**src/design/hngte_pkg.sv**
```systemverilog
// Shared types, constants and hash helpers for the hashed n-gram embedding block.
package hngte_pkg;

    localparam int MAX_DIMS_DEF   = 256;
    localparam int COUNT_BITS_DEF = 24;
    localparam int QUEUE_DEPTH    = 4;
    localparam int DIMS_W         = 9;

    localparam logic [31:0] FNV_BASIS = 32'd2166136261;
    localparam logic [31:0] FNV_PRIME = 32'd16777619;
    localparam logic [15:0] Q_ONE     = 16'd32768;

    localparam logic [1:0] REQ_BYTE = 2'd0;
    localparam logic [1:0] REQ_END  = 2'd1;
    localparam logic [1:0] REQ_READ = 2'd2;

    typedef struct packed {
        logic [1:0] req_type;
        logic [7:0] text_byte;
        logic [7:0] read_index;
    } in_item_t;

    typedef struct packed {
        logic [7:0]  element_index;
        logic [15:0] element_value;
        logic [23:0] element_count;
        logic        index_out_of_range;
    } out_item_t;

    typedef enum logic [1:0] {
        OP_CLEAR,
        OP_BUMP,
        OP_END,
        OP_READ
    } op_kind_t;

    // one back-end operation; token selects the 3 half-unit increment
    typedef struct packed {
        op_kind_t    kind;
        logic [31:0] hash;
        logic        token;
        logic [7:0]  idx;
    } op_t;

    function automatic logic [31:0] fnv_mix(input logic [31:0] h, input logic [7:0] c);
        logic [63:0] p;
        p = (h ^ {24'd0, c}) * FNV_PRIME;
        return p[31:0];
    endfunction

    function automatic logic [7:0] fold_byte(input logic [7:0] c);
        return (c >= 8'd65 && c <= 8'd90) ? c + 8'd32 : c;
    endfunction

    function automatic logic is_blank(input logic [7:0] c);
        return (c == 8'd32) || (c >= 8'd9 && c <= 8'd13);
    endfunction

endpackage

```
**src/design/hngte_front.sv**
```systemverilog
// Front sequencer: takes requests, folds bytes, hashes grams and tokens, issues operations.
module hngte_front (
    input  logic               aclk,
    input  logic               aresetn,
    input  logic               s_valid,
    output logic               s_ready,
    input  hngte_pkg::in_item_t s_data,
    input  logic               back_busy,
    output logic               q_wr,
    output hngte_pkg::op_t     q_wdata,
    input  logic               q_full
);
    import hngte_pkg::*;

    typedef enum logic [3:0] {
        F_IDLE, F_CLR, F_GRAM, F_TAIL, F_MIX, F_PUSH, F_TOK, F_ENDP, F_READP
    } fstate_t;

    fstate_t     state_reg;
    fstate_t     ret_reg;
    logic        is_end_reg;
    logic [7:0]  byte_reg;
    logic [7:0]  idx_reg;
    logic [31:0] acc_reg;
    logic [23:0] bytes_reg;
    logic [1:0]  cnt_reg;
    logic [15:0] window_reg;
    logic [1:0]  fill_reg;
    logic [31:0] tok_reg;
    logic        in_tok_reg;
    logic        clr_pend_reg;
    logic        tok_push;

    assign s_ready  = (state_reg == F_IDLE) && !back_busy;
    assign tok_push = (is_end_reg || is_blank(byte_reg)) && in_tok_reg;

    always_comb begin
        q_wr    = 1'b0;
        q_wdata = '{kind: OP_CLEAR, hash: '0, token: 1'b0, idx: '0};
        unique case (state_reg)
            F_CLR: begin
                q_wr = clr_pend_reg && !q_full;
            end
            F_PUSH: begin
                q_wr         = !q_full;
                q_wdata.kind = OP_BUMP;
                q_wdata.hash = acc_reg;
            end
            F_TOK: begin
                q_wr          = tok_push && !q_full;
                q_wdata.kind  = OP_BUMP;
                q_wdata.hash  = tok_reg;
                q_wdata.token = 1'b1;
            end
            F_ENDP: begin
                q_wr         = !q_full;
                q_wdata.kind = OP_END;
            end
            F_READP: begin
                q_wr         = !q_full;
                q_wdata.kind = OP_READ;
                q_wdata.idx  = idx_reg;
            end
            default: begin
                q_wr = 1'b0;
            end
        endcase
    end

    always_ff @(posedge aclk) begin
        if (!aresetn) begin
            state_reg    <= F_IDLE;
            ret_reg      <= F_IDLE;
            cnt_reg      <= '0;
            window_reg   <= '0;
            fill_reg     <= '0;
            tok_reg      <= FNV_BASIS;
            in_tok_reg   <= 1'b0;
            clr_pend_reg <= 1'b0;
        end else begin
            unique case (state_reg)
                F_IDLE: begin
                    if (s_valid && s_ready) begin
                        byte_reg <= fold_byte(s_data.text_byte);
                        idx_reg  <= s_data.read_index;
                        priority if (s_data.req_type == REQ_BYTE) begin
                            is_end_reg <= 1'b0;
                            if (s_data.text_byte != 8'd0) begin
                                state_reg <= F_CLR;
                            end
                        end else if (s_data.req_type == REQ_END) begin
                            is_end_reg <= 1'b1;
                            state_reg  <= F_CLR;
                        end else if (s_data.req_type == REQ_READ) begin
                            state_reg <= F_READP;
                        end else begin
                            state_reg <= F_IDLE;
                        end
                    end
                end
                F_CLR: begin
                    if (!clr_pend_reg) begin
                        state_reg <= F_GRAM;
                    end else if (!q_full) begin
                        clr_pend_reg <= 1'b0;
                        state_reg    <= F_GRAM;
                    end
                end
                F_GRAM: begin
                    if (fill_reg == 2'd2) begin
                        acc_reg   <= FNV_BASIS;
                        bytes_reg <= {byte_reg, window_reg[7:0], window_reg[15:8]};
                        cnt_reg   <= is_end_reg ? 2'd2 : 2'd3;
                        ret_reg   <= is_end_reg ? F_TAIL : F_TOK;
                        state_reg <= F_MIX;
                    end else begin
                        state_reg <= is_end_reg ? F_TAIL : F_TOK;
                    end
                end
                F_TAIL: begin
                    if (fill_reg != 2'd0) begin
                        acc_reg   <= FNV_BASIS;
                        bytes_reg <= {16'd0, window_reg[7:0]};
                        cnt_reg   <= 2'd1;
                        ret_reg   <= F_TOK;
                        state_reg <= F_MIX;
                    end else begin
                        state_reg <= F_TOK;
                    end
                end
                F_MIX: begin
                    acc_reg   <= fnv_mix(acc_reg, bytes_reg[7:0]);
                    bytes_reg <= {8'd0, bytes_reg[23:8]};
                    cnt_reg   <= cnt_reg - 2'd1;
                    if (cnt_reg == 2'd1) begin
                        state_reg <= F_PUSH;
                    end
                end
                F_PUSH: begin
                    if (!q_full) begin
                        state_reg <= ret_reg;
                    end
                end
                F_TOK: begin
                    if (!tok_push || !q_full) begin
                        if (is_end_reg) begin
                            state_reg <= F_ENDP;
                        end else begin
                            if (is_blank(byte_reg)) begin
                                tok_reg    <= FNV_BASIS;
                                in_tok_reg <= 1'b0;
                            end else begin
                                tok_reg    <= fnv_mix(tok_reg, byte_reg);
                                in_tok_reg <= 1'b1;
                            end
                            window_reg <= {window_reg[7:0], byte_reg};
                            if (fill_reg != 2'd2) begin
                                fill_reg <= fill_reg + 2'd1;
                            end
                            state_reg <= F_IDLE;
                        end
                    end
                end
                F_ENDP: begin
                    if (!q_full) begin
                        window_reg   <= '0;
                        fill_reg     <= '0;
                        tok_reg      <= FNV_BASIS;
                        in_tok_reg   <= 1'b0;
                        clr_pend_reg <= 1'b1;
                        state_reg    <= F_IDLE;
                    end
                end
                F_READP: begin
                    if (!q_full) begin
                        state_reg <= F_IDLE;
                    end
                end
                default: begin
                    state_reg <= F_IDLE;
                end
            endcase
        end
    end

endmodule

```
**config.mk**
```make
export PLATFORM = sky130hd
export DESIGN_NAME = hngte_front
export DESIGN_NICKNAME = d
export VERILOG_FILES = /design/src/design/hngte_pkg.sv /design/src/design/hngte_front.sv
export SDC_FILE = /design/constraint.sdc
export NUM_CORES = 1
export LEC_CHECK = 0
export ABC_AREA = 1
export ABC_CLOCK_PERIOD_IN_PS = 12000
export BUFFER_PORTS_ARGS = -buffer_cell sky130_fd_sc_hd__buf_4
export CAP_MARGIN = 10
export CORE_MARGIN = 2
export CORE_UTILIZATION = 65
export CTS_CLUSTER_SIZE = 8
export DETAILED_ROUTE_END_ITERATION = 16
export HOLD_SLACK_MARGIN = 0.03
export PLACE_DENSITY = 0.83
export SYNTH_ARGS = -nofsm -noshare
export SYNTH_HDL_FRONTEND = slang
export SYNTH_SLANG_ARGS = --single-unit
```
**constraint.sdc**
```tcl
create_clock -name aclk -period 12 [get_ports aclk]
set_input_delay 2.4 -clock aclk [delete_from_list [all_inputs] [get_ports aclk]]
set_output_delay 2.4 -clock aclk [all_outputs]
set_load 0.1 [all_outputs]
```
==> impl_metrics.ini, run 1 <==
[outcome]
status = finished, final reports clean

[clock_tree]
clock_latency_ps = 420
cts-buffers-inserted = 17
root_buffer = clkbuf_16
holdBufCountCts = 0
h-tree-depth = 4
post_cts_buffers = 0
ctsResizeCount = 0
cts_tree = yes
cts.sinks = 134
clk_path_buf_depth = 2
cts.reportedPaths.clkPinSlew_ps = 70

[drt]
dr.pass1.iters = 8
first_iter_violations = 1185
vias = 15356
drtAntennaViolNets = 0
vias_per_cell = 5.67
drc = 0
wl_per_cell_um = 18.1
drt-total-wl_mm = 49.1

[setup_path]
critical_path.slowest_cell = xor2_1
path_common_cell = ha_1
endpoint_kind = flop
reg2reg_from = acc_reg[5]$_SDFFCE_PP0P_
cp.arrival_ps = 6130
slowest_delay_ps = 790
crit_chain = xor2_1, ha_1, ha_1, inv_1, fa_1, inv_1, ha_1, fa_1, ha_1, inv_1, fa_1, inv_1, ha_1, a21oi_1, a21boi_0, nand3_1, a21oi_1, o21ai_0, a21o_1
path_delay_family = adder cells
start_kind = flop
crit_buf_inv = 4
rr_worst_depth = 19
cp.required_ps = 12180
cp_max_fo = 6
reg2reg_slack_ps = 6050
r2r-end = acc_reg[19]$_SDFFCE_PP1P_
crit_type = reg -> reg

[min_path]
min_path_cells = 2
worstHoldEndpoint = ret_reg[0]$_SDFFE_PN0P_
hp-class = reg -> reg
worstHoldStart = ret_reg[0]$_SDFFE_PN0P_

[synth]
synth_seq_cells = 134
syn_area_sq_um = 18400
ys_seq_area_share_pct = 18.6
synth_cell_type_count = 46
yosys-top-cells-area = ha_1 (26%), fa_1 (16%), edfxtp_1 (12%)
synth_edf_count = 73
synthArstFlopShare_pct = 0
synthFlopType = edfxtp_1
synth_top_area_share_pct = 25.5
yosysTopAreaCell = ha_1
yosysMostFrequentCell = inv_1
syn_area_per_cell_sq_um = 8.14
ys_top_cells_by_count = inv_1 (561), ha_1 (375), nand2_1 (373), fa_1 (148), nor2_1 (134)
yosys_warnings = 0
synthCells = 2256
synth_nets = 2802

[timing]
fin_crit_ps = 5950
timing.fmax_mhz = 168
rsz0062_at_grt = false
tightest_slew_ps = 1130
slew_headroom_pct = 24.2
fin_crit_sh_pct = 49.6
fin_tns_setup_ps = 0
whs_ps = 458
skew_ps = 16.3
maxSlewViolCount = 0
setup-violations-final = 0
hold_viol_final = 0

[floorplanning]
placementRows = 61
dieArea_sq_um = 29600
num_io_pins = 68
coreArea_sq_um = 27800
die_h_um = 172
start_util_pct = 66.1
die_w_um = 172

[layout]
n_fill_cell = 2246
layout-drive-gt1-share_pct = 6.66
area_delta_synth_final_pct = 7.69
nets = 2862

[placement]
numPortBuffers = 67
gp_congestion = 1.08
dp_hpwl_mm = 39.2

[global_route]
grt_pass1_vias = 15565
antenna_found_initial = 1
globalRouteOverflowTotal = 0
grt_max_degree = 61
grt_usage_pct = 34.5
grt_pass1_wl_mm = 78.3

[job]
cap_viol_max_count = 0
-- layer usage --
metal  vias up  share of wire [%]  wire (um)  global-route usage, %
li1       7288                  -          -                      -
met1      7220                 42      20500                   44.0
met2       712                 46      22500                   57.7
met3       136                8.1       3980                   5.91
met4         0                4.3       2130                   15.5
met5         -                  0          0                      0
-- cells in the final DEF (no fill, tap or decap), types with 10 or more instances in the layout --
| cell | instances |
|---|---|
| inv_1 | 561 |
| ha_1 | 375 |
| nand2_1 | 373 |
| fa_1 | 148 |
| nor2_1 | 133 |
| a21oi_1 | 115 |
| o21ai_0 | 83 |
| nand3_1 | 81 |
| edfxtp_1 | 73 |
| buf_4 | 72 |
| dfxtp_1 | 61 |
| xor2_1 | 33 |
| a22o_1 | 25 |
| nor3_1 | 21 |
| o211ai_1 | 19 |
| nand4_1 | 18 |
| clkbuf_16 | 18 |
| xnor2_1 | 11 |
| or2_2 | 10 |
| nand3_2 | 10 |
-- metrics by stage --
step	setup WS [ps]	instance area [sq um]	cells	utilization, %
6_report	6050	19800	2708	71.2
5_1_grt	5800	19800	2707	71.2
4_1_cts	6180	19800	2707	71.2
3_5_place_dp	6250	19200	2675	69.1
3_3_place_gp	6280	19200	2675	69.1
2_1_floorplan	5740	18400	2256	-
-- cell type report --
| cell class | instances | area (sq um) | area share (%) |
|---|---|---|---|
| flip-flops and latches | 134 | 3410 | 17.3 |
| clock buffers | 22 | 495 | 2.50 |
| clock inverters | 10 | 81.3 | 0.411 |
| well taps | 378 | 473 | 2.39 |
| repair buffers | 72 | 541 | 2.73 |
| multi-input cells | 1521 | 12600 | 63.9 |
| inverters | 570 | 2140 | 10.8 |
| diodes | 1 | 2.50 | 0.0126 |
-- worst max-delay path by stage --
stage / slack (ps) / to / cells after the start / start
after floorplan: 5740 / q_wr / 1 / q_full
after global placement: 6280 / acc_reg[25]$_SDFFCE_PP0P_ / 20 / acc_reg[7]$_SDFFCE_PP1P_
after CTS: 6180 / acc_reg[19]$_SDFFCE_PP1P_ / 19 / acc_reg[5]$_SDFFCE_PP0P_
final: 6050 / acc_reg[19]$_SDFFCE_PP1P_ / 19 / acc_reg[5]$_SDFFCE_PP0P_
after detailed placement: 6250 / acc_reg[19]$_SDFFCE_PP1P_ / 19 / acc_reg[5]$_SDFFCE_PP0P_
after global routing: 5800 / acc_reg[25]$_SDFFCE_PP0P_ / 23 / acc_reg[7]$_SDFFCE_PP1P_
-- cells by family (layout without fill, tap and decap cells) --
logic type | Yosys count | in the layout | synth area share (%)
AND/OR/NAND/NOR | 675 | 675 | 16.0
other | 0 | 1 | 0
XOR/XNOR | 44 | 44 | 2.10
adder cells (fa/ha/maj) | 523 | 523 | 41.7
flip-flops | 134 | 134 | 18.6
AO/OA/AOI/OAI | 279 | 279 | 9.00
buffers and inverters | 601 | 674 | 12.7
-- worst reg2reg max path, stage by stage (launching register included) --
cell	delay (ps)
edfxtp_1	410
xor2_1	790
ha_1	380
ha_1	270
inv_1	50
fa_1	490
inv_1	50
ha_1	200
fa_1	430
ha_1	280
inv_1	40
fa_1	470
inv_1	40
ha_1	340
a21oi_1	200
a21boi_0	360
nand3_1	260
a21oi_1	310
o21ai_0	130
a21o_1	190
Power of run 1 is left out: the tool's default activity adds up to more than one toggle a clock period on the data nets, which glitch-free logic cannot reach.
==> run 2, diff against run 1 <==
--- a/config.mk
+++ b/config.mk
@@ -6,7 +6,7 @@
 export NUM_CORES = 1
 export LEC_CHECK = 0
 export ABC_AREA = 1
-export ABC_CLOCK_PERIOD_IN_PS = 12000
+export ABC_CLOCK_PERIOD_IN_PS = 5610
 export BUFFER_PORTS_ARGS = -buffer_cell sky130_fd_sc_hd__buf_4
 export CAP_MARGIN = 10
 export CORE_MARGIN = 2
==> constraint.sdc (replaced) <==
create_clock -name aclk -period 5.61 [get_ports aclk]
set_input_delay 1.122 -clock aclk [delete_from_list [all_inputs] [get_ports aclk]]
set_output_delay 1.122 -clock aclk [all_outputs]
set_load 0.1 [all_outputs]
==> run 2 against run 1 <==
Against the previous run: register-to-register slack got worse by 5900 ps; core utilization is 1.9 points higher; worst hold slack got worse by 8.5 ps; sequential share of layout area decreased by 0.43 points; wire length increased by 5.6%; setup slack worse by 5900 ps; global-route usage grew 1.7 points; flip-flop and latch count stayed put; cell count increased by 1.6%; die area unchanged; maximum frequency is 8.2% higher.
==> impl_metrics.ini, run 2 (same netlist as run 1, synthesis figures left out) <==
[clock_tree]
clock_latency_ps = 450
holdBufCountCts = 0
cts_tree = yes
cts.reportedPaths.clkPinSlew_ps = 70
root_buffer = clkbuf_16
cts-buffers-inserted = 17
h-tree-depth = 4
clk_path_buf_depth = 2
cts.sinks = 134

[floorplanning]
placementRows = 61
num_io_pins = 68
die_w_um = 172
start_util_pct = 66.1
coreArea_sq_um = 27800
dieArea_sq_um = 29600
die_h_um = 172

[setup_path]
rr_worst_depth = 21
cp.required_ps = 5800
cp.depth = 21
r2r-end = acc_reg[29]$_SDFFCE_PP0P_
setup.worst_path.start = acc_reg[19]$_SDFFCE_PP1P_
endpoint_kind = flop
endpoint = acc_reg[29]$_SDFFCE_PP0P_
reg2reg_from = acc_reg[19]$_SDFFCE_PP1P_
cp_max_fo = 6
path_delay_family = adder cells
slowest_delay_ps = 540
cp.arrival_ps = 5690
critical_path.slowest_cell = edfxtp_1
start_kind = flop
crit_chain = ha_1, ha_1, fa_1, ha_1, inv_1, fa_1, inv_1, fa_1, inv_1, fa_1, inv_1, ha_1, a21oi_1, o21ai_0, a21oi_1, o21ai_0, a21oi_1, buf_4, nand2_1, nand2_1, nor2_1
crit_buf_inv = 5
crit_type = reg -> reg
reg2reg_slack_ps = 110

[layout]
mostFrequentLayoutCell = inv_1
area.sequential_sq_um = 3420
final_cell_mix = inv_1 (561), ha_1 (375), nand2_1 (373)
multi_input_area_sq_um = 12800
layout-drive-gt1-share_pct = 9.18
area_delta_synth_final_pct = 10.6
nets = 2907
n_antenna_cell = 0
n_fill_cell = 2153

[drt]
dr.pass1.iters = 10
drc = 0
drtAntennaViolNets = 0
first_iter_violations = 1206
drt-total-wl_mm = 51.8
vias_per_cell = 5.68
wl_per_cell_um = 18.8
vias = 15618

[timing]
fin_crit_sh_pct = 98.0
fin_crit_ps = 5500
timing.fmax_mhz = 182
slew_headroom_pct = 20.4
fin_tns_setup_ps = 0
whs_ps = 449
tightest_slew_ps = 1190
skew_ps = 22.9
hold_viol_final = 0
setup-violations-final = 0
maxSlewViolCount = 0

[global_route]
grt_pass1_wl_mm = 81.8
globalRouteOverflowTotal = 0
grt_pass1_vias = 16009
grt_usage_pct = 36.2
antenna_found_initial = 0
grt_max_degree = 61

[min_path]
hp-class = reg -> reg

[outcome]
status = finished, final reports clean

[placement]
dp_hpwl_mm = 41.8
gp_congestion = 1.09
numPortBuffers = 67

[job]
cap_viol_max_count = 0
run 2: cell types whose count changed in the layout (fill, tap and decap cells not counted), sizes merged:
cell | before | now
diode | 1 | 0
buf | 72 | 117
clkinv | 4 | 8
clkinvlp | 3 | 1
clkbuf | 22 | 17
bufinv | 0 | 3
run 2: final cells by class:
| cell class | count | share of cell area (%) |
|---|---|---|
| Multi-Input combinational cell | 1521 | 63.0 |
| Tap cell | 378 | 2.33 |
| Clock inverter | 15 | 0.948 |
| Inverter | 570 | 10.5 |
| Timing Repair Buffer | 117 | 4.32 |
| Clock buffer | 17 | 2.09 |
| Sequential cell | 134 | 16.8 |
run 2: worst min-delay path by stage:
| stage | endpoint | cells past startpoint | slack, ps | from |
|---|---|---|---|---|
| finish | ret_reg[0]$_SDFFE_PN0P_ | 2 | 450 | ret_reg[0]$_SDFFE_PN0P_ |
| global route | ret_reg[0]$_SDFFE_PN0P_ | 2 | 480 | ret_reg[0]$_SDFFE_PN0P_ |
| CTS | ret_reg[0]$_SDFFE_PN0P_ | 2 | 450 | ret_reg[0]$_SDFFE_PN0P_ |
| detailed placement | ret_reg[0]$_SDFFE_PN0P_ | 2 | 440 | ret_reg[0]$_SDFFE_PN0P_ |
| global placement | ret_reg[0]$_SDFFE_PN0P_ | 2 | 440 | ret_reg[0]$_SDFFE_PN0P_ |
| floorplan | ret_reg[0]$_SDFFE_PN0P_ | 2 | 420 | ret_reg[0]$_SDFFE_PN0P_ |
run 2: tightest hold or removal path, stage by stage, from the launching register on:
cell and delay, ps:
dfxtp_1 310, inv_1 50, a21oi_1 50
run 2: metal layers:
metal | share of wire (%) | track usage (%) | wire (um)
met2 | 47 | 61.5 | 24500
met4 | 4.3 | 16.1 | 2230
met1 | 40 | 45.4 | 21000
met3 | 7.9 | 6.09 | 4090
met5 | 0 | 0 | 0
run 2: per-stage QoR:
step,worst slack (ps),std cells,utilization [%],cell area (sq um)
2_1_floorplan,824,2256,-,18400
3_3_place_gp,23.0,2717,70.3,19500
3_5_place_dp,-59.4,2717,70.3,19500
4_1_cts,59.4,2749,72.6,20200
5_1_grt,-2.15,2752,73.1,20300
6_report,114,2752,73.1,20300
run 2: what timing repair did:
item / in CTS / in global routing
resized for setup: 4 / 22
buffers inserted: 0 / 3
setup endpoints to repair: 1 / 21
Power of run 2 is left out for the same reason.
