`src/design/hngte_pkg.sv`:
```
// Shared types, constants and hash helpers for the hashed n-gram embedding block.
package hngte_pkg;

    localparam int MAX_DIMS_DEF   = 256;
    localparam int COUNT_BITS_DEF = 24;
    localparam int QUEUE_DEPTH    = 4;
    localparam int DIMS_W         = 9;

    localparam logic [31:0] FNV_BASIS = 32'd2166136261;
    localparam logic [31:0] FNV_PRIME = 32'd16777619;
    localparam logic [15:0] Q_ONE     = 16'd32768;

    localparam logic [1:0] REQ_BYTE = 2'd0;
    localparam logic [1:0] REQ_END  = 2'd1;
    localparam logic [1:0] REQ_READ = 2'd2;

    typedef struct packed {
        logic [1:0] req_type;
        logic [7:0] text_byte;
        logic [7:0] read_index;
    } in_item_t;

    typedef struct packed {
        logic [7:0]  element_index;
        logic [15:0] element_value;
        logic [23:0] element_count;
        logic        index_out_of_range;
    } out_item_t;

    typedef enum logic [1:0] {
        OP_CLEAR,
        OP_BUMP,
        OP_END,
        OP_READ
    } op_kind_t;

    // one back-end operation; token selects the 3 half-unit increment
    typedef struct packed {
        op_kind_t    kind;
        logic [31:0] hash;
        logic        token;
        logic [7:0]  idx;
    } op_t;

    function automatic logic [31:0] fnv_mix(input logic [31:0] h, input logic [7:0] c);
        logic [63:0] p;
        p = (h ^ {24'd0, c}) * FNV_PRIME;
        return p[31:0];
    endfunction

    function automatic logic [7:0] fold_byte(input logic [7:0] c);
        return (c >= 8'd65 && c <= 8'd90) ? c + 8'd32 : c;
    endfunction

    function automatic logic is_blank(input logic [7:0] c);
        return (c == 8'd32) || (c >= 8'd9 && c <= 8'd13);
    endfunction

endpackage

```
`src/design/hngte_queue.sv`:
```
// Small FIFO of operations between the front sequencer and the bucket engine.
module hngte_queue (
    input  logic           aclk,
    input  logic           aresetn,
    input  logic           wr_en,
    input  hngte_pkg::op_t wr_data,
    output logic           full,
    input  logic           rd_en,
    output hngte_pkg::op_t rd_data,
    output logic           empty
);
    import hngte_pkg::*;

    localparam int PTR_W = $clog2(QUEUE_DEPTH);

    op_t              slot_reg [QUEUE_DEPTH];
    logic [PTR_W-1:0] wr_ptr_reg;
    logic [PTR_W-1:0] rd_ptr_reg;
    logic [PTR_W:0]   fill_reg;

    assign full    = (fill_reg == (PTR_W+1)'(QUEUE_DEPTH));
    assign empty   = (fill_reg == '0);
    assign rd_data = slot_reg[rd_ptr_reg];

    always_ff @(posedge aclk) begin
        if (!aresetn) begin
            wr_ptr_reg <= '0;
            rd_ptr_reg <= '0;
            fill_reg   <= '0;
        end else begin
            if (wr_en) begin
                wr_ptr_reg <= wr_ptr_reg + 1'b1;
            end
            if (rd_en) begin
                rd_ptr_reg <= rd_ptr_reg + 1'b1;
            end
            if (wr_en && !rd_en) begin
                fill_reg <= fill_reg + 1'b1;
            end else if (rd_en && !wr_en) begin
                fill_reg <= fill_reg - 1'b1;
            end
        end
    end

    always_ff @(posedge aclk) begin
        if (wr_en) begin
            slot_reg[wr_ptr_reg] <= wr_data;
        end
    end

endmodule

```
`config.mk`:
```
export PLATFORM = sky130hd
export DESIGN_NAME = hngte_queue
export DESIGN_NICKNAME = d
export VERILOG_FILES = /design/src/design/hngte_pkg.sv /design/src/design/hngte_queue.sv
export SDC_FILE = /design/constraint.sdc
export NUM_CORES = 1
export LEC_CHECK = 0
export BUFFER_PORTS_ARGS = -buffer_cell sky130_fd_sc_hd__buf_2
export CORE_MARGIN = 5
export CORE_UTILIZATION = 49
export DETAILED_ROUTE_END_ITERATION = 12
export PLACE_DENSITY_LB_ADDON = 0.08
export SYNTH_ARGS = -nofsm -noshare
export SYNTH_HDL_FRONTEND = slang
export SYNTH_SLANG_ARGS = --single-unit
```
`constraint.sdc`:
```
create_clock -name aclk -period 6.1 [get_ports aclk]
set_input_delay 1.22 -clock aclk [delete_from_list [all_inputs] [get_ports aclk]]
set_output_delay 1.22 -clock aclk [all_outputs]
set_load 0.03 [all_outputs]
```
==> results of run 1 <==
## cells by family (layout without fill, tap and decap cells)
logic type / count (synthesis) / in the layout / share of synthesized area, %
adders and majority gates: 6 / 6 / 1.232
and+or+nand+nor: 15 / 15 / 1.362
muxes: 45 / 45 / 14.91
xor gates and xnor gates: 5 / 5 / 0.6532
buffers and inverters: 14 / 132 / 1.941
DFF: 181 / 181 / 79.72
AOI/OAI and AO/OA: 2 / 2 / 0.1866
## per-layer routing
layer	track usage, %	wire length (um)
met1	18.89	4751
met2	25.06	5936
met3	4.466	543
met4	6.057	175
met5	0	0
## power by group through the flow
stage / Sequential (W) / Clock [W] / Combinational [W]
floorplan: 0.00147 / 0 / 0.000247
global placement: 0.00149 / 0 / 0.000317
detailed placement: 0.00149 / 0 / 0.000321
CTS: 0.00146 / 0.00115 / 0.000321
global route: 0.00147 / 0.00121 / 0.000337
finish: 0.00146 / 0.00113 / 0.000314
## final cells by class
cell class	count	share of cell area, %
clock buffer	18	5.411
inverter	4	0.1893
multi-input combinational	73	15.57
sequential	181	67.46
clock inverter	14	2.382
tap	176	2.776
timing repair buffer	96	6.215
## metrics by stage
| stage | hold WS (ns) | utilization [%] | worst slack [ns] |
|---|---|---|---|
| 2_1_floorplan | 0.4724 | - | 3.437 |
| 3_3_place_gp | 0.4932 | 54.79 | 3.005 |
| 3_5_place_dp | 0.5093 | 54.79 | 3.035 |
| 4_1_cts | 0.5214 | 59.42 | 2.560 |
| 5_1_grt | 0.5561 | 59.42 | 2.443 |
| 6_report | 0.5232 | 59.42 | 2.655 |
## path summary, 6_finish.rpt
path / from / endpoint / slack [ns] / depth (start not counted)
max: register / rd_data[39] / 2.65 / 2
min: fill_reg[2] / fill_reg[2] / 0.52 / 2
max reg2reg: wr_ptr_reg[0] / slot_reg[0][19] / 4.12 / 4
min reg2reg: fill_reg[2] / fill_reg[2] / 0.52 / 2
## cells in the mapped netlist (all sizes together)
master	count
a21boi	1
or3	1
nor2b	2
inv	4
dfxtp	9
xor2	3
clkbuf	1
buf	9
xnor2	2
edfxtp	172
mux2i	2
mux4	43
nand2	1
and2	9
fa	1
ha	5
nor3	1
o21ai	1
nor3b	1
## worst max-delay path, stage by stage (launching register included)
cell     delay (ns)
dfxtp_4        0.95
mux4_1         0.65
buf_2          0.20
==> results.txt, run 1 <==
----------------------------------------------------
[Run status]
  Run status ... finished clean

[Route]
  Initial detailed-routing violation count ... 121
  DR vias ... 2990
  Routed wire length ... 11410 um
  Routed WL per cell ... 20.30 um
  Routed Antenna Nets ... 0
  Vias per std cell ... 5.320
  Final routed DRC violation total ... 0
  Detailed-routing iteration count for the pre-antenna-repair pass ... 4

[Synthesis]
  Post-synthesis cell area ... 6705 sq um
  Instance count of the mapped netlist ... 268
  Syn avg cell area ... 25.02 sq um
  Proportion of netlist area held by the largest area contributor ... 77.03%
  Part of the Yosys area used for sequential elements ... 79.72%
  Leading post-synthesis cells by cell area ... edfxtp_1 77%, mux4_2 13%, dfxtp_1 2.7%
  Leading area contributor after synthesis ... edfxtp_1
  Total of flip-flops plus latches after synthesis ... 181
  Net count after synthesis ... 321
  Number of different library cells in the post-synthesis netlist ... 22
  Number of warnings reported in the yosys synthesis log ... 0

[Power]
  Ratio of total power to cell area ... 366.4 nW/um^2
  Leakage Power ... 2.723 nW
  Logic pwr share ... 10.8%
  Switching power ... 0.0006426 W
  Post-layout power ... 0.002906 W
  Peak supply drop ... 182.2 uV
  Internal ... 0.002263 W
  Fraction of power spent switching nets ... 22.11%
  Relative contribution of the clock network to total power ... 38.9%
  Proportion of power drawn by flip-flops and latches ... 50.3%

[Layout]
  Number of flip-flops in the largest register ... 172
  Number of nets in the finished design ... 426
  Multi-input logic area ... 1235 sq um
  Number of antenna diodes ... 0
  Number of fill cells ... 1010
  Commonest cells after routing, fill and taps aside ... 172 x edfxtp_1, 91 x buf_2, 40 x mux4_2, 17 x clkbuf_16, 7 x dfxtp_1
  Sequential cell area ... 5350 sq um
  Fraction of layout instances using a drive strength above 1 ... 43.52%
  Final non-filler cell total ... 562
  Final std cell area, no fill ... 7931 sq um
  Area added between synthesis and finish ... 18.29%
  Most common library cell in the layout ignoring fill and taps ... edfxtp_1

[Placed design]
  Number of port buffers ... 91
  Placed Instance Area ... 7313 sq um
  DP HPWL ... 7002 um
  Placed insts ... 530
  Gpl congestion ... 0.6302

[Floorplanning]
  Starting Density ... 50.23%
  Vertical die dimension ... 127.0 um
  Horizontal die dimension ... 127.0 um
  Core Area ... 13350 sq um
  Site Rows ... 42
  Top-Level Pins ... 92
  Die area ... 16120 sq um

[Hold path]
  Type of the most critical hold path ... reg -> reg

[Timing]
  Final worst-path cycle share ... 56.48%
  Setup violations, final ... 0
  Final max-slew violation count ... 0
  Maximum clock frequency ... 290.3 MHz
  Headroom to the max-slew limit ... 40.44%
  Setup TNS Final ... 0 ns
  RSZ-0062 raised after global routing ... false
  Layout Skew ... 0.007223 ns
  Final hold violation count ... 0
  Minimum clock period ... 3.445 ns
  Actual transition at the worst max-transition pin ... 0.8933 ns

[GRT]
  Via count of the first global-routing pass ... 3175
  Global Route Usage Sum ... 15.13%
  Maximum number of pins on one net before global-route repair ... 44
  Initial antenna violation count ... 0
  Wire length of the first global-routing pass ... 17900 um
  Global route total overflow ... 0

[Setup path]
  Endpoint arrival time on the critical path ... 2.23 ns
  Largest fanout on the critical path ... 43
  Worst EP required ... 4.88 ns
  Critical setup path kind ... reg -> out
  Startpoint type of the worst setup path ... register
  Endpoint kind of the worst setup timing path ... output pin

[Clock tree]
  Clock Tree Root ... clkbuf_16
  Number of sinks handled by clock tree synthesis ... 181
  Clock-pin slew on the worst setup and hold paths ... 0.06 ns
  Maximum count of clock buffers along a single path ... 2
  Total setup buffers inserted after CTS ... 0
  Count of instances resized after the clock tree is built ... 0
  CTS tree ... done
  Number of buffers inserted for hold repair after clock tree synthesis ... 0
  Inserted Clock Buffers ... 17
  CTS HTree Levels ... 4
  Clock network latency to the later pin of the worst-skew pair ... 0.42 ns

[Run]
  Number of max-capacitance violations reported ... 0

----------------------------------------------------
Note: power is estimated with default switching activity, not from simulation.
==> run 2, diff against run 1 <==
==> constraint.sdc (replaced) <==
create_clock -name aclk -period 3.2 [get_ports aclk]
set_input_delay 0.64 -clock aclk [delete_from_list [all_inputs] [get_ports aclk]]
set_output_delay 0.64 -clock aclk [all_outputs]
set_load 0.03 [all_outputs]
==> run 2 against run 1 <==
Net effect:
- flip-flop and latch count unchanged
- worst hold slack worse by 0.088 ns
- clock skew fell by 0.0029 ns
- first-iteration DRC count increased by 100%
- power increased by 81%
- register-to-register slack got worse by 2.6 ns
- global-route usage fell by 0.41 points
- setup slack lost 2.2 ns
- critical path depth increased by 1
- critical path type unchanged
- largest power group unchanged
- highest routed layer is now met5
==> results.txt, run 2 (synthesis gave the netlist of run 1 again) <==
----------------------------------------------------
[Layout]
  Area added between synthesis and finish ... 18.18%
  Number of fill cells ... 1013
  Fraction of layout instances using a drive strength above 1 ... 43.67%
  Number of nets in the finished design ... 431
  Most common library cell in the layout ignoring fill and taps ... edfxtp_1
  Final non-filler cell total ... 563
  Commonest cells after routing, fill and taps aside ... 172 x edfxtp_1, 91 x buf_2, 40 x mux4_2, 17 x clkbuf_16, 7 x dfxtp_1
  Number of antenna diodes ... 0
  Number of flip-flops in the largest register ... 172

[Clock tree]
  Count of instances resized after the clock tree is built ... 0
  CTS HTree Levels ... 4
  Clock Tree Root ... clkbuf_16
  CTS tree ... done
  Number of sinks handled by clock tree synthesis ... 181
  Maximum count of clock buffers along a single path ... 2
  Total setup buffers inserted after CTS ... 0
  Clock network latency to the later pin of the worst-skew pair ... 0.42 ns
  Clock-pin slew on the worst setup and hold paths ... 0.06 ns
  Inserted Clock Buffers ... 17
  Number of buffers inserted for hold repair after clock tree synthesis ... 0

[Setup path]
  Largest fanout on the critical path ... 27
  Worst EP required ... 2.56 ns
  Endpoint kind of the worst setup timing path ... output pin
  Reg2Reg Capture Point ... slot_reg[2][6]
  Startpoint type of the worst setup path ... register
  Origin of the critical flop-to-flop path ... wr_ptr_reg[0]
  Endpoint arrival time on the critical path ... 2.12 ns
  R2R cell count ... 4
  Worst-case register-to-register setup slack ... 1.55 ns
  Critical setup path kind ... reg -> out

[Route]
  Routed WL per cell ... 19.83 um
  Vias per std cell ... 5.321
  Routed Antenna Nets ... 0
  Final routed DRC violation total ... 0
  Routed wire length ... 11160 um
  Initial detailed-routing violation count ... 242
  Detailed-routing iteration count for the pre-antenna-repair pass ... 4
  DR vias ... 2996

[Power]
  Leakage Power ... 2.713 nW
  Peak supply drop ... 327.7 uV
  Ratio of total power to cell area ... 665.1 nW/um^2

[Floorplanning]
  Die area ... 16120 sq um
  Top-Level Pins ... 92
  Site Rows ... 42
  Horizontal die dimension ... 127.0 um
  Core Area ... 13350 sq um
  Vertical die dimension ... 127.0 um
  Starting Density ... 50.23%

[Placed design]
  DP HPWL ... 6913 um
  Placed insts ... 535
  Gpl congestion ... 0.6757
  Number of port buffers ... 91

[Timing]
  Setup TNS Final ... 0 ns
  Layout Skew ... 0.004297 ns
  Final max-slew violation count ... 0
  Maximum clock frequency ... 362.5 MHz
  Final worst-path cycle share ... 86.20%
  Headroom to the max-slew limit ... 63.95%
  RSZ-0062 raised after global routing ... false
  Setup violations, final ... 0
  Final hold violation count ... 0
  Minimum clock period ... 2.758 ns
  Actual transition at the worst max-transition pin ... 0.5407 ns

[Run]
  Number of max-capacitance violations reported ... 0

[GRT]
  Maximum number of pins on one net before global-route repair ... 30
  Global route total overflow ... 0
  Via count of the first global-routing pass ... 3227
  Global Route Usage Sum ... 14.71%
  Wire length of the first global-routing pass ... 17440 um
  Initial antenna violation count ... 1

[Hold path]
  Type of the most critical hold path ... in -> reg
  Worst hold path stage count ... 1
  Startpoint of the worst hold path ... wr_data[34]
  Hold-critical path endpoint ... slot_reg[2][34]

[Run status]
  Run status ... finished clean

----------------------------------------------------
==> run 2: worst max path at each step <==
stage                         from        endpoint  slack [ns]
final                     register     rd_data[12]        0.44
after global routing      register     rd_data[15]        0.27
after CTS                 register     rd_data[12]        0.34
after detailed placement  register     rd_data[12]        0.79
after global placement    register     rd_data[12]        0.81
after floorplan              wr_en  slot_reg[0][0]        1.12
==> run 2: power breakdown <==
part | total, W | internal, W | leakage, nW | switching (W)
sequential | 0.00278 | 0.00272 | 1.66 | 0.0000576
clock | 0.00187 | 0.00111 | 0.258 | 0.000756
combinational | 0.000624 | 0.000246 | 0.800 | 0.000378
==> run 2: metrics by stage <==
stage | hold slack [ns] | setup slack (ns) | power (W) | instance area (sq um) | utilization [%]
final | 0.4354 | 0.4416 | 0.005270 | 7924 | 59.36
after global routing | 0.4156 | 0.2708 | 0.005473 | 7924 | 59.36
after CTS | 0.4137 | 0.3363 | 0.005330 | 7924 | 59.36
after detailed placement | 0.5299 | 0.7883 | 0.003468 | 7401 | 55.45
after global placement | 0.4929 | 0.8106 | 0.003457 | 7401 | 55.45
after floorplan | 0.4724 | 1.117 | 0.003265 | 6705 | -
==> run 2: routing by layer <==
layer	part of all wire, %	GRT usage, %	up-vias
met5	0.12	0	-
met4	1.6	6.057	2
met3	5.4	5.092	18
met2	52	24.56	73
met1	41	17.62	1561
li1	-	-	1342
==> run 2: final cells by class <==
cell class,count,area [sq um],area share [%]
inverter,4,15.01,0.1895
multi-input combinational,73,1235,15.58
clock buffer,19,432.9,5.463
sequential,181,5350,67.52
timing repair buffer,101,580.6,7.327
tap,176,220.2,2.779
clock inverter,9,90.09,1.137
==> run 2: worst max-delay path, stage by stage, from the launching register on <==
cell	delay, ns
dfxtp_4	0.69
buf_4	0.28
mux4_2	0.52
buf_2	0.19
==> run 3, diff against run 2 <==
--- a/config.mk
+++ b/config.mk
@@ -9,7 +9,7 @@
 export CORE_MARGIN = 5
 export CORE_UTILIZATION = 49
 export DETAILED_ROUTE_END_ITERATION = 12
-export PLACE_DENSITY_LB_ADDON = 0.08
+export PLACE_DENSITY = 0.7
 export SYNTH_ARGS = -nofsm -noshare
 export SYNTH_HDL_FRONTEND = slang
 export SYNTH_SLANG_ARGS = --single-unit
==> run 3 against run 2 <==
Net effect:
- largest power group unchanged
- sequential share of layout area is 1.0 points lower
- power is 7.7% higher
- utilization is 0.93 points higher
- critical path type unchanged
- highest routed layer unchanged
- final area is 1.6% higher
==> results.txt, run 3 (synthesis gave the netlist of run 1 again) <==
----------------------------------------------------
[Placed design]
  Gpl congestion ... 0.6752
  Placed Instance Area ... 7386 sq um
  DP Worst Slack ... 0.8454 ns
  Number of port buffers ... 91
  DP HPWL ... 7120 um

[Setup path]
  Origin of the critical flop-to-flop path ... wr_ptr_reg[0]
  Reg2Reg Capture Point ... slot_reg[2][39]
  R2R cell count ... 4
  Startpoint type of the worst setup path ... register
  Critical setup path kind ... reg -> out
  Worst EP required ... 2.56 ns
  Capture point of the critical path ... rd_data[39]
  Largest fanout on the critical path ... 27
  Endpoint arrival time on the critical path ... 2.09 ns
  Endpoint kind of the worst setup timing path ... output pin
  Worst-case register-to-register setup slack ... 1.34 ns

[Layout]
  Area added between synthesis and finish ... 20.02%
  Number of flip-flops in the largest register ... 172
  Final standard cell utilization of the core ... 60.29%
  Sequential cell area ... 5350 sq um
  Commonest cells after routing, fill and taps aside ... 172 x edfxtp_1, 91 x buf_2, 40 x mux4_2, 17 x clkbuf_16, 7 x dfxtp_1
  Fraction of layout instances using a drive strength above 1 ... 44.99%
  Multi-input logic area ... 1235 sq um
  Number of nets in the finished design ... 429
  Most common library cell in the layout ignoring fill and taps ... edfxtp_1
  Final std cell area, no fill ... 8048 sq um
  Number of fill cells ... 997
  Number of antenna diodes ... 0

[Timing]
  Final worst-path cycle share ... 85.46%
  RSZ-0062 raised after global routing ... false
  Maximum clock frequency ... 365.7 MHz
  Final worst slack ... 0.4653 ns
  Hold Worst Slack ... 0.4361 ns
  Actual transition at the worst max-transition pin ... 0.6869 ns
  Minimum clock period ... 2.735 ns
  Final max-slew violation count ... 0
  Layout Skew ... 0.01178 ns
  Setup violations, final ... 0
  Final hold violation count ... 0
  Headroom to the max-slew limit ... 54.21%
  Setup TNS Final ... 0 ns

[Clock tree]
  Number of sinks handled by clock tree synthesis ... 181
  Maximum count of clock buffers along a single path ... 2
  Total setup buffers inserted after CTS ... 0
  Number of buffers inserted for hold repair after clock tree synthesis ... 0
  Clock Tree Root ... clkbuf_16
  Inserted Clock Buffers ... 17
  Clock-pin slew on the worst setup and hold paths ... 0.06 ns
  Count of instances resized after the clock tree is built ... 0
  CTS HTree Levels ... 4
  CTS tree ... done
  Clock network latency to the later pin of the worst-skew pair ... 0.42 ns

[GRT]
  Global route total overflow ... 0
  Wire length of the first global-routing pass ... 18240 um
  Global Route Usage Sum ... 15.41%
  Via count of the first global-routing pass ... 3326
  Maximum number of pins on one net before global-route repair ... 28
  Initial antenna violation count ... 1

[Floorplanning]
  Vertical die dimension ... 127.0 um
  Site Rows ... 42
  Top-Level Pins ... 92
  Die area ... 16120 sq um
  Starting Density ... 50.23%
  Horizontal die dimension ... 127.0 um
  Core Area ... 13350 sq um

[Route]
  Vias per std cell ... 5.299
  Routed WL per cell ... 20.01 um
  Routed wire length ... 11310 um
  Detailed-routing iteration count for the pre-antenna-repair pass ... 4
  DR vias ... 2994
  Initial detailed-routing violation count ... 174
  Final routed DRC violation total ... 0
  Routed Antenna Nets ... 0

[Power]
  Ratio of total power to cell area ... 704.9 nW/um^2
  Leakage Power ... 2.775 nW
  Peak supply drop ... 321.6 uV

[Run]
  Number of max-capacitance violations reported ... 0

[Hold path]
  Type of the most critical hold path ... in -> reg
  Worst hold path stage count ... 1

[Run status]
  Run status ... finished clean

----------------------------------------------------
run 3: worst min-delay path by stage:
stage | from | endpoint | slack (ns)
6_report | wr_data[31] | slot_reg[0][31] | 0.44
5_1_grt | wr_data[30] | slot_reg[3][30] | 0.41
4_1_cts | wr_data[31] | slot_reg[0][31] | 0.42
3_5_place_dp | fill_reg[2] | fill_reg[2] | 0.52
3_3_place_gp | fill_reg[2] | fill_reg[2] | 0.49
2_1_floorplan | fill_reg[2] | fill_reg[2] | 0.47
run 3: cell type report:
| class | instances | area share (%) |
|---|---|---|
| Clock inverter | 9 | 2.161 |
| Inverter | 4 | 0.1866 |
| Timing Repair Buffer | 99 | 7.027 |
| Clock buffer | 23 | 6.063 |
| Tap cell | 176 | 2.736 |
| Multi-Input combinational cell | 73 | 15.35 |
| Sequential cell | 181 | 66.48 |
run 3: routing by layer:
| metal | routed length (um) | share of wire (%) | global-route usage [%] |
|---|---|---|---|
| met5 | 11 | 0.097 | 0 |
| met4 | 187 | 1.7 | 6.246 |
| met3 | 689 | 6.1 | 5.467 |
| met2 | 5762 | 51 | 25.19 |
| met1 | 4656 | 41 | 18.90 |
run 3: power by group:
part	internal [W]	leakage [nW]	switching (W)	total [W]
sequential	0.00272	1.66	0.0000511	0.00277
clock	0.00147	0.327	0.000809	0.00228
combinational	0.000245	0.792	0.000383	0.000628
run 3: worst max-delay path, stage by stage (launching register included):
cell,delay (ns)
dfxtp_4,0.57
buf_12,0.28
mux4_1,0.60
buf_2,0.20
run 3: through the flow:
| stage | total power [W] | std cells |
|---|---|---|
| 3_3_place_gp | 0.003450 | 533 |
| 3_5_place_dp | 0.003468 | 533 |
| 2_1_floorplan | 0.003265 | 268 |
| 6_report | 0.005673 | 565 |
| 4_1_cts | 0.005739 | 565 |
| 5_1_grt | 0.005890 | 565 |
